File: src/hw/rtl/sm3_hash_engine_core_assert.svh
// Assertion macros shared by the SM3 engine RTL.
`ifndef SM3_HASH_ENGINE_CORE_ASSERT_SVH
`define SM3_HASH_ENGINE_CORE_ASSERT_SVH

// Consequent must hold in the same cycle as the antecedent
`define SM3_ASSERT_NOW(lbl, clk, rst_n, ante, cons, msg) \
    lbl: assert property (@(posedge clk) disable iff (!rst_n) (ante) |-> (cons)) \
        else $error(msg);

// Consequent must hold in the cycle after the antecedent
`define SM3_ASSERT_NEXT(lbl, clk, rst_n, ante, cons, msg) \
    lbl: assert property (@(posedge clk) disable iff (!rst_n) (ante) |=> (cons)) \
        else $error(msg);

`endif

File: src/hw/rtl/sm3_pkg.sv
// Types, constants and helper functions of the SM3 engine.
package sm3_pkg;

    typedef logic [31:0]        word_t;
    typedef logic [7:0][31:0]   state8_t;
    typedef logic [15:0][31:0]  window_t;

    // Round constants
    localparam word_t T_LOW      = 32'h79CC4519;
    localparam word_t T_HIGH     = 32'h7A879D8A;

    // Padding marker byte 0x80 in the top byte of a word
    localparam word_t PAD_MARKER = 32'h8000_0000;

    // Slot 14 of 16 is bit 448: start of the length field
    localparam logic [3:0] LEN_SLOT  = 4'd14;
    localparam logic [3:0] LAST_SLOT = 4'd15;

    localparam logic [5:0] EARLY_END  = 6'd15;
    localparam logic [5:0] LAST_ROUND = 6'd63;

    localparam logic [2:0] FULL_BYTES    = 3'd4;
    localparam logic [2:0] LAST_WORD_IDX = 3'd7;

    // Initial vector, word 0 in the low slot
    localparam state8_t SM3_IV = {
        32'hB0FB0E4E, 32'hE38DEE4D, 32'h163138AA, 32'hA96F30BC,
        32'hDA8A0600, 32'h172442D7, 32'h4914B2B9, 32'h7380166F
    };

    typedef enum logic [1:0] {
        ST_IDLE,
        ST_PAD,
        ST_COMP,
        ST_OUT
    } sm3_state_t;

    // Sequencer to compression unit
    typedef struct packed {
        logic  shift_en;
        word_t shift_word;
        logic  start;
        logic  round_en;
        logic  round_last;
        logic  t_switch;
        logic  early;
        logic  iv_load;
    } comp_ctrl_t;

    function automatic word_t rotl(input word_t x, input logic [4:0] n);
        return (x << n) | (x >> (6'd32 - {1'b0, n}));
    endfunction

    function automatic word_t perm0(input word_t x);
        return x ^ rotl(x, 5'd9) ^ rotl(x, 5'd17);
    endfunction

    function automatic word_t perm1(input word_t x);
        return x ^ rotl(x, 5'd15) ^ rotl(x, 5'd23);
    endfunction

endpackage

File: src/hw/rtl/sm3_if.sv
// Valid/ready stream interfaces for message words in and digest words out.
interface sm3_in_if;
    logic        valid;
    logic        ready;
    logic [31:0] msg_word;
    logic [2:0]  valid_bytes;
    logic        is_last;

    modport source (output valid, output msg_word, output valid_bytes, output is_last,
                    input ready);
    modport sink   (input valid, input msg_word, input valid_bytes, input is_last,
                    output ready);
endinterface

interface sm3_out_if;
    logic        valid;
    logic        ready;
    logic [31:0] digest_word;
    logic [2:0]  word_index;
    logic        digest_end;

    modport source (output valid, output digest_word, output word_index, output digest_end,
                    input ready);
    modport sink   (input valid, input digest_word, input word_index, input digest_end,
                    output ready);
endinterface

File: src/hw/rtl/sm3_round.sv
// One SM3 compression round: the shared datapath used 64 times per block.
module sm3_round (
    input  sm3_pkg::state8_t work_in,
    input  sm3_pkg::word_t   w_j,
    input  sm3_pkg::word_t   w_j4,
    input  sm3_pkg::word_t   t_rot,
    input  logic             early,
    output sm3_pkg::state8_t work_out
);
    import sm3_pkg::*;

    word_t a12;
    word_t ss1;
    word_t ss2;
    word_t ff;
    word_t gg;
    word_t tt1;
    word_t tt2;

    // Boolean functions switch after round 15
    always_comb
    begin
        a12 = rotl(work_in[0], 5'd12);
        ss1 = rotl(a12 + work_in[4] + t_rot, 5'd7);
        ss2 = ss1 ^ a12;
        if (early)
        begin
            ff = work_in[0] ^ work_in[1] ^ work_in[2];
            gg = work_in[4] ^ work_in[5] ^ work_in[6];
        end
        else
        begin
            ff = (work_in[0] & work_in[1]) | (work_in[0] & work_in[2])
               | (work_in[1] & work_in[2]);
            gg = (work_in[4] & work_in[5]) | (~work_in[4] & work_in[6]);
        end
        tt1 = ff + work_in[3] + ss2 + (w_j ^ w_j4);
        tt2 = gg + work_in[7] + ss1 + w_j;
    end

    // Register rotation A..H
    always_comb
    begin
        work_out[0] = tt1;
        work_out[1] = work_in[0];
        work_out[2] = rotl(work_in[1], 5'd9);
        work_out[3] = work_in[2];
        work_out[4] = perm0(tt2);
        work_out[5] = work_in[4];
        work_out[6] = rotl(work_in[5], 5'd19);
        work_out[7] = work_in[6];
    end

endmodule

File: src/hw/rtl/sm3_compress.sv
// Compression unit: block window, message expansion, working and chaining registers.
module sm3_compress (
    input  logic                clk,
    input  logic                rst_n,
    input  sm3_pkg::comp_ctrl_t ctrl,
    output sm3_pkg::state8_t    cv
);
    import sm3_pkg::*;

    window_t win_reg;
    window_t win_next;
    state8_t work_reg;
    state8_t work_next;
    state8_t cv_reg;
    state8_t cv_next;
    state8_t round_out;
    word_t   t_reg;
    word_t   t_next;
    word_t   w_new;

    sm3_round u_round (
        .work_in  (work_reg),
        .w_j      (win_reg[0]),
        .w_j4     (win_reg[4]),
        .t_rot    (t_reg),
        .early    (ctrl.early),
        .work_out (round_out)
    );

    // Next expanded word W[j+16] from the sliding window
    always_comb
    begin
        w_new = perm1(win_reg[0] ^ win_reg[7] ^ rotl(win_reg[13], 5'd15))
              ^ rotl(win_reg[3], 5'd7) ^ win_reg[10];
    end

    // Window fills from the input, then slides through the rounds
    always_comb
    begin
        win_next  = win_reg;
        work_next = work_reg;
        t_next    = t_reg;
        cv_next   = cv_reg;
        priority if (ctrl.shift_en)
            win_next = {ctrl.shift_word, win_reg[15:1]};
        else if (ctrl.round_en)
            win_next = {w_new, win_reg[15:1]};
        if (ctrl.start)
        begin
            work_next = cv_reg;
            t_next    = T_LOW;
        end
        else if (ctrl.round_en)
        begin
            work_next = round_out;
            t_next    = ctrl.t_switch ? rotl(T_HIGH, 5'd16) : rotl(t_reg, 5'd1);
        end
        // Feed-forward on the last round; IV reload after a digest
        priority if (ctrl.iv_load)
            cv_next = SM3_IV;
        else if (ctrl.round_en && ctrl.round_last)
            cv_next = cv_reg ^ round_out;
    end

    always_ff @(posedge clk)
    begin
        win_reg  <= win_next;
        work_reg <= work_next;
        t_reg    <= t_next;
    end

    always_ff @(posedge clk or negedge rst_n)
    begin
        if (!rst_n)
            cv_reg <= SM3_IV;
        else
            cv_reg <= cv_next;
    end

    assign cv = cv_reg;

endmodule

File: src/hw/rtl/sm3_hash_engine_core.sv
// Top level of the SM3 engine: input sequencer, padding, compression control, digest output.
//
// SM3 hash of a byte message fed as big-endian 32-bit words. Every sixteenth word
// starts a compression, one round per cycle through the single shared round unit,
// with ready low meanwhile, so no new word is taken until it is through. On the last
// word the engine writes the padding and length words one per cycle, runs one or two
// compressions (two when fewer than two free slots remain once the marker byte is
// in the block), then offers the eight digest words, index 0 first, one per cycle as
// the sink takes them; input ready returns the cycle after the eighth word is taken,
// with the chaining value back at the initial vector. No clearing pass is needed
// after reset.
`include "sm3_hash_engine_core_assert.svh"

module sm3_hash_engine_core (
    input logic       clk,
    input logic       rst_n,
    sm3_in_if.sink    msg_in,
    sm3_out_if.source digest_out
);
    import sm3_pkg::*;

    sm3_state_t  state_reg;
    sm3_state_t  state_next;
    logic [3:0]  fill_reg;
    logic [3:0]  fill_next;
    logic [63:0] bit_len_reg;
    logic [63:0] bit_len_next;
    logic [5:0]  round_reg;
    logic [5:0]  round_next;
    logic [2:0]  out_idx_reg;
    logic [2:0]  out_idx_next;
    logic        marker_reg;
    logic        marker_next;
    logic        len_phase_reg;
    logic        len_phase_next;
    logic        pad_reg;
    logic        pad_next;
    logic        final_reg;
    logic        final_next;

    logic        in_fire;
    logic        out_fire;
    logic        out_done;
    logic [2:0]  nbytes;
    word_t       padded_word;
    logic        push_en;
    word_t       push_word;
    logic        wrap;
    comp_ctrl_t  ctrl;
    state8_t     cv;

    sm3_compress u_compress (
        .clk   (clk),
        .rst_n (rst_n),
        .ctrl  (ctrl),
        .cv    (cv)
    );

    assign in_fire  = msg_in.valid & msg_in.ready;
    assign out_fire = digest_out.valid & digest_out.ready;
    assign out_done = out_fire && (out_idx_reg == LAST_WORD_IDX);

    // Last word: keep the valid bytes and append the marker byte if the word has room
    always_comb
    begin
        nbytes = (msg_in.valid_bytes > FULL_BYTES) ? FULL_BYTES : msg_in.valid_bytes;
        unique case (nbytes)
            3'd0:    padded_word = PAD_MARKER;
            3'd1:    padded_word = {msg_in.msg_word[31:24], PAD_MARKER[31:8]};
            3'd2:    padded_word = {msg_in.msg_word[31:16], PAD_MARKER[31:16]};
            3'd3:    padded_word = {msg_in.msg_word[31:8], PAD_MARKER[31:24]};
            default: padded_word = msg_in.msg_word;
        endcase
    end

    // Word written into the block window this cycle
    always_comb
    begin
        push_en   = 1'b0;
        push_word = msg_in.msg_word;
        unique case (state_reg)
            ST_IDLE:
            begin
                if (in_fire)
                begin
                    push_en   = 1'b1;
                    push_word = msg_in.is_last ? padded_word : msg_in.msg_word;
                end
            end
            ST_PAD:
            begin
                push_en = 1'b1;
                priority if (marker_reg)
                    push_word = PAD_MARKER;
                else if (len_phase_reg)
                    push_word = bit_len_reg[31:0];
                else if (fill_reg == LEN_SLOT)
                    push_word = bit_len_reg[63:32];
                else
                    push_word = '0;
            end
            default:
            begin
                push_en = 1'b0;
            end
        endcase
        wrap = push_en && (fill_reg == LAST_SLOT);
    end

    // Next state
    always_comb
    begin
        state_next = state_reg;
        unique case (state_reg)
            ST_IDLE:
            begin
                if (in_fire)
                    state_next = wrap ? ST_COMP : (msg_in.is_last ? ST_PAD : ST_IDLE);
            end
            ST_PAD:
            begin
                if (wrap)
                    state_next = ST_COMP;
            end
            ST_COMP:
            begin
                if (round_reg == LAST_ROUND)
                    state_next = final_reg ? ST_OUT : (pad_reg ? ST_PAD : ST_IDLE);
            end
            ST_OUT:
            begin
                if (out_done)
                    state_next = ST_IDLE;
            end
            default:
            begin
                state_next = ST_IDLE;
            end
        endcase
    end

    // Counters and padding flags
    always_comb
    begin
        fill_next      = fill_reg;
        bit_len_next   = bit_len_reg;
        round_next     = round_reg;
        out_idx_next   = out_idx_reg;
        marker_next    = marker_reg;
        len_phase_next = len_phase_reg;
        pad_next       = pad_reg;
        final_next     = final_reg;
        if (push_en)
            fill_next = fill_reg + 4'd1;
        if (wrap)
            round_next = '0;
        else if (state_reg == ST_COMP)
            round_next = round_reg + 6'd1;
        if (in_fire)
        begin
            bit_len_next = bit_len_reg
                         + (msg_in.is_last ? {58'd0, nbytes, 3'd0} : 64'd32);
            if (msg_in.is_last)
            begin
                pad_next    = 1'b1;
                marker_next = (nbytes == FULL_BYTES);
            end
        end
        if (state_reg == ST_PAD)
        begin
            priority if (marker_reg)
                marker_next = 1'b0;
            else if (len_phase_reg)
            begin
                len_phase_next = 1'b0;
                final_next     = 1'b1;
            end
            else if (fill_reg == LEN_SLOT)
                len_phase_next = 1'b1;
        end
        if (out_fire)
            out_idx_next = out_idx_reg + 3'd1;
        if (out_done)
        begin
            pad_next     = 1'b0;
            final_next   = 1'b0;
            bit_len_next = '0;
        end
    end

    always_ff @(posedge clk or negedge rst_n)
    begin
        if (!rst_n)
        begin
            state_reg     <= ST_IDLE;
            fill_reg      <= '0;
            bit_len_reg   <= '0;
            round_reg     <= '0;
            out_idx_reg   <= '0;
            marker_reg    <= 1'b0;
            len_phase_reg <= 1'b0;
            pad_reg       <= 1'b0;
            final_reg     <= 1'b0;
        end
        else
        begin
            state_reg     <= state_next;
            fill_reg      <= fill_next;
            bit_len_reg   <= bit_len_next;
            round_reg     <= round_next;
            out_idx_reg   <= out_idx_next;
            marker_reg    <= marker_next;
            len_phase_reg <= len_phase_next;
            pad_reg       <= pad_next;
            final_reg     <= final_next;
        end
    end

    // Outputs: handshakes, digest word and compression control
    always_comb
    begin
        msg_in.ready           = (state_reg == ST_IDLE);
        digest_out.valid       = (state_reg == ST_OUT);
        digest_out.digest_word = cv[out_idx_reg];
        digest_out.word_index  = out_idx_reg;
        digest_out.digest_end  = (out_idx_reg == LAST_WORD_IDX);
        ctrl.shift_en          = push_en;
        ctrl.shift_word        = push_word;
        ctrl.start             = wrap;
        ctrl.round_en          = (state_reg == ST_COMP);
        ctrl.round_last        = (round_reg == LAST_ROUND);
        ctrl.t_switch          = (round_reg == EARLY_END);
        ctrl.early             = (round_reg[5:4] == 2'b00);
        ctrl.iv_load           = out_done;
    end

    `SM3_ASSERT_NOW(a_out_block_empty, clk, rst_n, digest_out.valid, fill_reg == 4'd0, "digest offered with a partly filled block")
    `SM3_ASSERT_NEXT(a_full_block_compresses, clk, rst_n, in_fire && !msg_in.is_last && fill_reg == LAST_SLOT, state_reg == ST_COMP, "full block did not start compression")
    `SM3_ASSERT_NEXT(a_rounds_advance, clk, rst_n, state_reg == ST_COMP && round_reg != LAST_ROUND, state_reg == ST_COMP && round_reg == $past(round_reg) + 6'd1, "round counter skipped or compression cut short")
    `SM3_ASSERT_NEXT(a_digest_restart, clk, rst_n, out_done, msg_in.ready && bit_len_reg == 64'd0 && !pad_reg, "engine not back to a fresh message after digest")

endmodule

File: src/flat_wrapper.sv
// flat-port wrapper written by rule: the top's interface ports become plain ports
module sm3_hash_engine_core_flat import sm3_pkg::*;
  (clk, rst_n, msg_in_valid, msg_in_msg_word, msg_in_valid_bytes, msg_in_is_last, msg_in_ready, digest_out_valid, digest_out_digest_word, digest_out_word_index, digest_out_digest_end, digest_out_ready);
  sm3_in_if msg_in_i ();
  sm3_out_if digest_out_i ();
  input logic clk;
  input logic rst_n;
  input wire logic [$bits(msg_in_i.valid)-1:0] msg_in_valid;
  input wire logic [$bits(msg_in_i.msg_word)-1:0] msg_in_msg_word;
  input wire logic [$bits(msg_in_i.valid_bytes)-1:0] msg_in_valid_bytes;
  input wire logic [$bits(msg_in_i.is_last)-1:0] msg_in_is_last;
  output wire logic [$bits(msg_in_i.ready)-1:0] msg_in_ready;
  output wire logic [$bits(digest_out_i.valid)-1:0] digest_out_valid;
  output wire logic [$bits(digest_out_i.digest_word)-1:0] digest_out_digest_word;
  output wire logic [$bits(digest_out_i.word_index)-1:0] digest_out_word_index;
  output wire logic [$bits(digest_out_i.digest_end)-1:0] digest_out_digest_end;
  input wire logic [$bits(digest_out_i.ready)-1:0] digest_out_ready;
  assign msg_in_i.valid = msg_in_valid;
  assign msg_in_i.msg_word = msg_in_msg_word;
  assign msg_in_i.valid_bytes = msg_in_valid_bytes;
  assign msg_in_i.is_last = msg_in_is_last;
  assign msg_in_ready = msg_in_i.ready;
  assign digest_out_valid = digest_out_i.valid;
  assign digest_out_digest_word = digest_out_i.digest_word;
  assign digest_out_word_index = digest_out_i.word_index;
  assign digest_out_digest_end = digest_out_i.digest_end;
  assign digest_out_i.ready = digest_out_ready;
  sm3_hash_engine_core u_core (.clk(clk), .rst_n(rst_n), .msg_in(msg_in_i), .digest_out(digest_out_i));
endmodule
File: config.mk
export PLATFORM = sky130hd
export DESIGN_NAME = sm3_hash_engine_core_flat
export DESIGN_NICKNAME = d
export VERILOG_FILES = /design/src/hw/rtl/sm3_pkg.sv /design/src/hw/rtl/sm3_if.sv /design/src/hw/rtl/sm3_round.sv /design/src/hw/rtl/sm3_compress.sv /design/src/hw/rtl/sm3_hash_engine_core.sv /design/src/flat_wrapper.sv
export VERILOG_INCLUDE_DIRS = /design/src /design/src/hw/rtl
export SDC_FILE = /design/constraint.sdc
export NUM_CORES = 2
export LEC_CHECK = 0
export ABC_AREA = 0
export BUFFER_PORTS_ARGS = -buffer_cell sky130_fd_sc_hd__buf_4
export CAP_MARGIN = 20
export CELL_PAD_IN_SITES_DETAIL_PLACEMENT = 0
export CELL_PAD_IN_SITES_GLOBAL_PLACEMENT = 1
export CORE_ASPECT_RATIO = 1.25
export CORE_MARGIN = 2
export CORE_UTILIZATION = 37
export CTS_CLUSTER_DIAMETER = 200
export CTS_CLUSTER_SIZE = 20
export DETAILED_ROUTE_END_ITERATION = 12
export PLACE_DENSITY = 0.69
export SLEW_MARGIN = 5
export SYNTH_ARGS = -nofsm -noshare
export SYNTH_HDL_FRONTEND = slang
export SYNTH_HIERARCHICAL = 1
export SYNTH_SLANG_ARGS = --single-unit
File: constraint.sdc
create_clock -name clk -period 11.71 [get_ports clk]
set_clock_uncertainty 0.1 [all_clocks]
set_input_delay 0.5855 -clock clk [delete_from_list [all_inputs] [get_ports clk]]
set_output_delay 0.5855 -clock clk [all_outputs]
set_load 0.02 [all_outputs]
# Word-level counts from Yosys, hierarchy flattened
# Cells that the tools add are included.
[classes]
magnitude_cmp = 2
muxes = 48
reduce_logical = 17
eq_ne = 17
n_addsub = 12
bitwise_logic = 38
[ops]
columns = ["operator", "count"]
rows = [
  ["$mux W256", 4],
  ["$mux W512", 2],
  ["$xor A32 B32 Y32", 14],
  ["$mux W32", 9],
  ["$add A32 B32 Y32", 8],
  ["$xor A256 B256 Y256", 1],
  ["$and A32 B32 Y32", 5],
  ["$mux W64", 2],
  ["$pmux W32 S4", 1],
  ["$bmux W32 S3", 1],
  ["$or A32 B32 Y32", 3],
  ["$add A64 B64 Y64", 1],
  ["$or A32 B15 Y32", 2],
  ["$or A32 B7 Y32", 2],
  ["$or A32 B9 Y32", 2],
  ["$pmux W32 S2", 1],
  ["$not A32 Y32", 1],
  ["$or A32 B1 Y32", 1],
  ["$or A32 B12 Y32", 1],
  ["$or A32 B17 Y32", 1],
  ["$or A32 B19 Y32", 1],
  ["$or A32 B23 Y32", 1],
  ["$mux W6", 3],
  ["$mux W1", 16],
  ["other kinds (28)", 51],
]
[word_totals]
ff_bits = 1139
word_cells = 176
in_bits = 40

# Longest topological paths before layout
[depth]
ltp_word = 13
ltp_mapped = 31

# Hierarchy
# Netlist, hierarchy kept.
[modules_own_cells]
columns = ["module", "seq_area_each_um2", "cells_per_inst", "area_per_inst_um2", "n_inst"]
rows = [
  ["sm3_compress", 30257.8, 2530, 40946.8, 1],
  ["sm3_round", 0.0, 1527, 13240.2, 1],
  ["sm3_hash_engine_core", 2001.9, 701, 6889.1, 1],
]

# Least setup slack after synthesis
# Ideal clock, no wire load.
[synth_timing]
path_type = "reg-to-reg"
from = "reg u_core.state_reg[1]"
to = "reg u_core/u_compress/win_reg[0] in the netlist's numbering (enable)"
path_slack_ns = 3.489
required_ns = 10.943
setup_time_ns = 0.667
arrival_time_ns = 7.454
path_stages_with_launch = 7
cell_sequence = "dfrtp_1 -> buf_2 -> inv_1 -> nor2_1 -> buf_6 -> clkbuf_1 -> or2_2"
[synth_rtl]
columns = ["element", "line", "text"]
rows = [
  ["start: declaration", "sm3_hash_engine_core.sv:22", "sm3_state_t state_reg;"],
  ["start signal: assignment", "sm3_hash_engine_core.sv:207", "state_reg <= state_next;"],
  ["end signal: assignment", "sm3_compress.sv:67", "win_reg <= win_next;"],
  ["end: declaration", "sm3_compress.sv:10", "window_t win_reg;"],
]

==> results_dict.tcl <==
set metrics [dict create \
    routed_wl_um 181000 \
    setup_slack_ps 3310 \
    die_area_sq_um 168000 \
    finalSetupViolCount 0 \
    grt_pass1_wl_um 260000 \
    hold_class "in -> reg" \
    synth.mux.area_fraction_pct 8.37 \
    arrival_ps 8750 \
    die_y_um 458 \
    gr-usage-all-layers_pct 21.3 \
    syn-num-nets 5087 \
    synth_cell_types 94 \
    synth_top_cell_by_area "edfxtp_1" \
    layout.nets 4908 \
    antenna_found_initial 2 \
    cp-start-kind "register" \
    rows 166 \
    cts_resized 0 \
    synth.avg_cell_area_sq_um 12.8 \
    rsz0062_at_grt "no" \
    final.setup.tns_ps 0 \
    synth_top_family_by_area "XOR/XNOR gates" \
    status "finished clean" \
    synthSimpleGateAreaFrac_pct 7.87 \
    cts.htree.levels 3 \
    rr_worst_depth 27 \
    grt_pass1_vias 36067 \
    syn_inst 4758 \
    via_count 36644 \
    io_pins 78 \
    path_clk_slew_ps 90 \
    rr_endpoint "u_core/u_compress/work_reg[141]$_DFFE_PP_" \
    r2r_slack_ps 3310 \
    drc_errors 0 \
    fmax_ghz 0.119 \
    preCtsSetupSlack_ps 3390 \
    cts-hold-fix-buffers 1 \
    clk_latency_ps 710 \
    grt-ovfl-total 0 \
    clockBufferDepth 3 \
    port_buffers 77 \
    placed_area_sq_um 62400 \
    core_area_sq_um 164000 \
    largest_reg_flops 512 \
    tightest_slew_ps 1100 \
    fin_area_sq_um 64500 \
    slew_headroom_pct 25.9 \
    async_reset_ff_share_pct 29.6 \
    drive_gt1_share_pct 15.7 \
    numCtsBuffers 66 \
    ys_warn_count 6 \
    yosys-top-cells-count "768 x edfxtp_1, 301 x mux2_2, 281 x xnor2_1, 276 x nor2_1, 273 x nand2_1" \
    grt_max_degree 194 \
    cts_sinks 1136 \
    path_class "reg -> reg" \
    drtPass1Iterations 6 \
    endpoint_kind "register" \
    required_ps 12060 \
    root_buffer "clkbuf_16" \
    antenna_left 0 \
    post-cts-setup-buffers 0 \
    synth_top_area_share_pct 37.8 \
    avgViaCountPerCell 5.37 \
    fillers 15482 \
    endpoint "u_core/u_compress/work_reg[141]$_DFFE_PP_" \
    gp_congestion 0.937 \
    synth_seq_cells 1136 \
    die_w_um 367 \
    cts_tree "done" \
    synth-xor-area-share_pct 9.14 \
    fin_util_pct 39.4 \
    wl_per_cell_um 26.6 \
    synth_compound_area_share_pct 7.61 \
    worstReg2RegStart "u_core/u_compress/work_reg[21]$_DFFE_PP_" \
    dp_hpwl_um 133000 \
    post-route-period-util_pct 71.8 \
    start_util_pct 37.3 \
    yosysMostFrequentCell "edfxtp_1" \
    syn-cell-area_sq_um 61100 \
    ys.flop_type "edfxtp_1" \
    hold_viol_final 0 \
    synth_edf_count 768 \
    synthTopCellsByArea "edfxtp_1 38%, dfrtp_1 8.9%, fa_1 6.2%" \
    cp-startpoint "u_core/u_compress/work_reg[21]$_DFFE_PP_" \
    max-cap-violations 0 \
    drt_iter0_markers 3380 \
    period_minus_slack_ps 8400 \
    syn_to_final_growth_pct 5.64 \
    slew_viol_final 0 \
    synthAdderAreaFrac_pct 8.74 \
    cp_max_fo 5 \
    synth-seq-area-share_pct 52.8 \
]
==> metrics by stage <==
stage | cells | hold slack (ps)
floorplan | 4758 | 190
global placement | 6691 | 300
detailed placement | 6691 | 305
CTS | 6813 | 13.2
global route | 6817 | 80.1
finish | 6820 | 55.9
==> layer usage <==
metal	GRT usage, %	wire length (um)	up-vias	share of wire [%]
li1	-	-	16369	-
met1	27.1	75300	19139	41
met4	10.1	9240	0	5.1
met5	0	0	-	0
met3	2.07	6410	238	3.5
met2	36.5	90500	898	50
==> cell usage in the layout, fill, tap and decap left out, types with 69 or more instances in the layout <==
cell type  count
dfrtp_1      214
xnor2_1      281
inv_1        247
a21oi_1      241
buf_4        120
fa_1         189
dfstp_2      119
xor2_1       267
edfxtp_1     768
mux2_2       301
clkbuf_16     69
nor2_1       274
o21ai_0      101
nand2_1      273
ha_1         100
and3_1       134
o21bai_1     126
==> final cells by class <==
type,count,area (sq um),share of cell area [%]
multi-input cells,2997,25500,39.5
inverters,249,942,1.46
clock buffers,117,1910,2.96
clock inverters,4,68.8,0.107
repair buffers,129,1090,1.69
diodes,4,10.0,0.0155
flip-flops and latches,1136,32300,50.0
well taps,2184,2730,4.24
==> cells by family after synthesis <==
group	count (synthesis)
adder cells (fa/ha/maj)	319
XOR/XNOR	583
flip-flops	1136
buffers and inverters	625
multiplexers	393
AO/OA/AOI/OAI	726
AND/OR/NAND/NOR	976
==> how the worst min path moves through the flow <==
stage	from	end	slack [ps]	cells past startpoint
2_1_floorplan	rst_n	u_core/bit_len_reg[10]$_DFFE_PN0P_	190	0
3_3_place_gp	u_core/u_compress/win_reg[72]$_DFFE_PP_	u_core/u_compress/win_reg[40]$_DFFE_PP_	300	0
3_5_place_dp	u_core/u_compress/win_reg[32]$_DFFE_PP_	u_core/u_compress/win_reg[0]$_DFFE_PP_	300	0
4_1_cts	msg_in_valid_bytes[2]	u_core/marker_reg$_DFF_PN0_	10	3
5_1_grt	msg_in_valid_bytes[2]	u_core/marker_reg$_DFF_PN0_	80	3
6_report	msg_in_valid_bytes[2]	u_core/marker_reg$_DFF_PN0_	60	3
==> worst max-delay path, cell delays in order (launching register included) <==
cell      delay (ps)
edfxtp_1         460
inv_1            160
fa_1             550
inv_1             40
ha_1             230
fa_1             520
a211oi_1         350
o21ai_1          190
a211o_1          280
nand2b_1         110
a31oi_1          170
o22a_1           270
a221oi_1         330
xnor2_1          180
fa_1             520
fa_1             540
inv_1             40
ha_1             350
o211ai_1         180
a22oi_1          300
a21oi_2          130
o21ai_2          380
a21o_1           200
o41a_1           130
a21oi_1           80
xnor2_1          680
xnor2_1          300
mux2_2           340
Power is not shown: default switching activity piles up to over one toggle a cycle in this logic, so the estimate is an artifact.
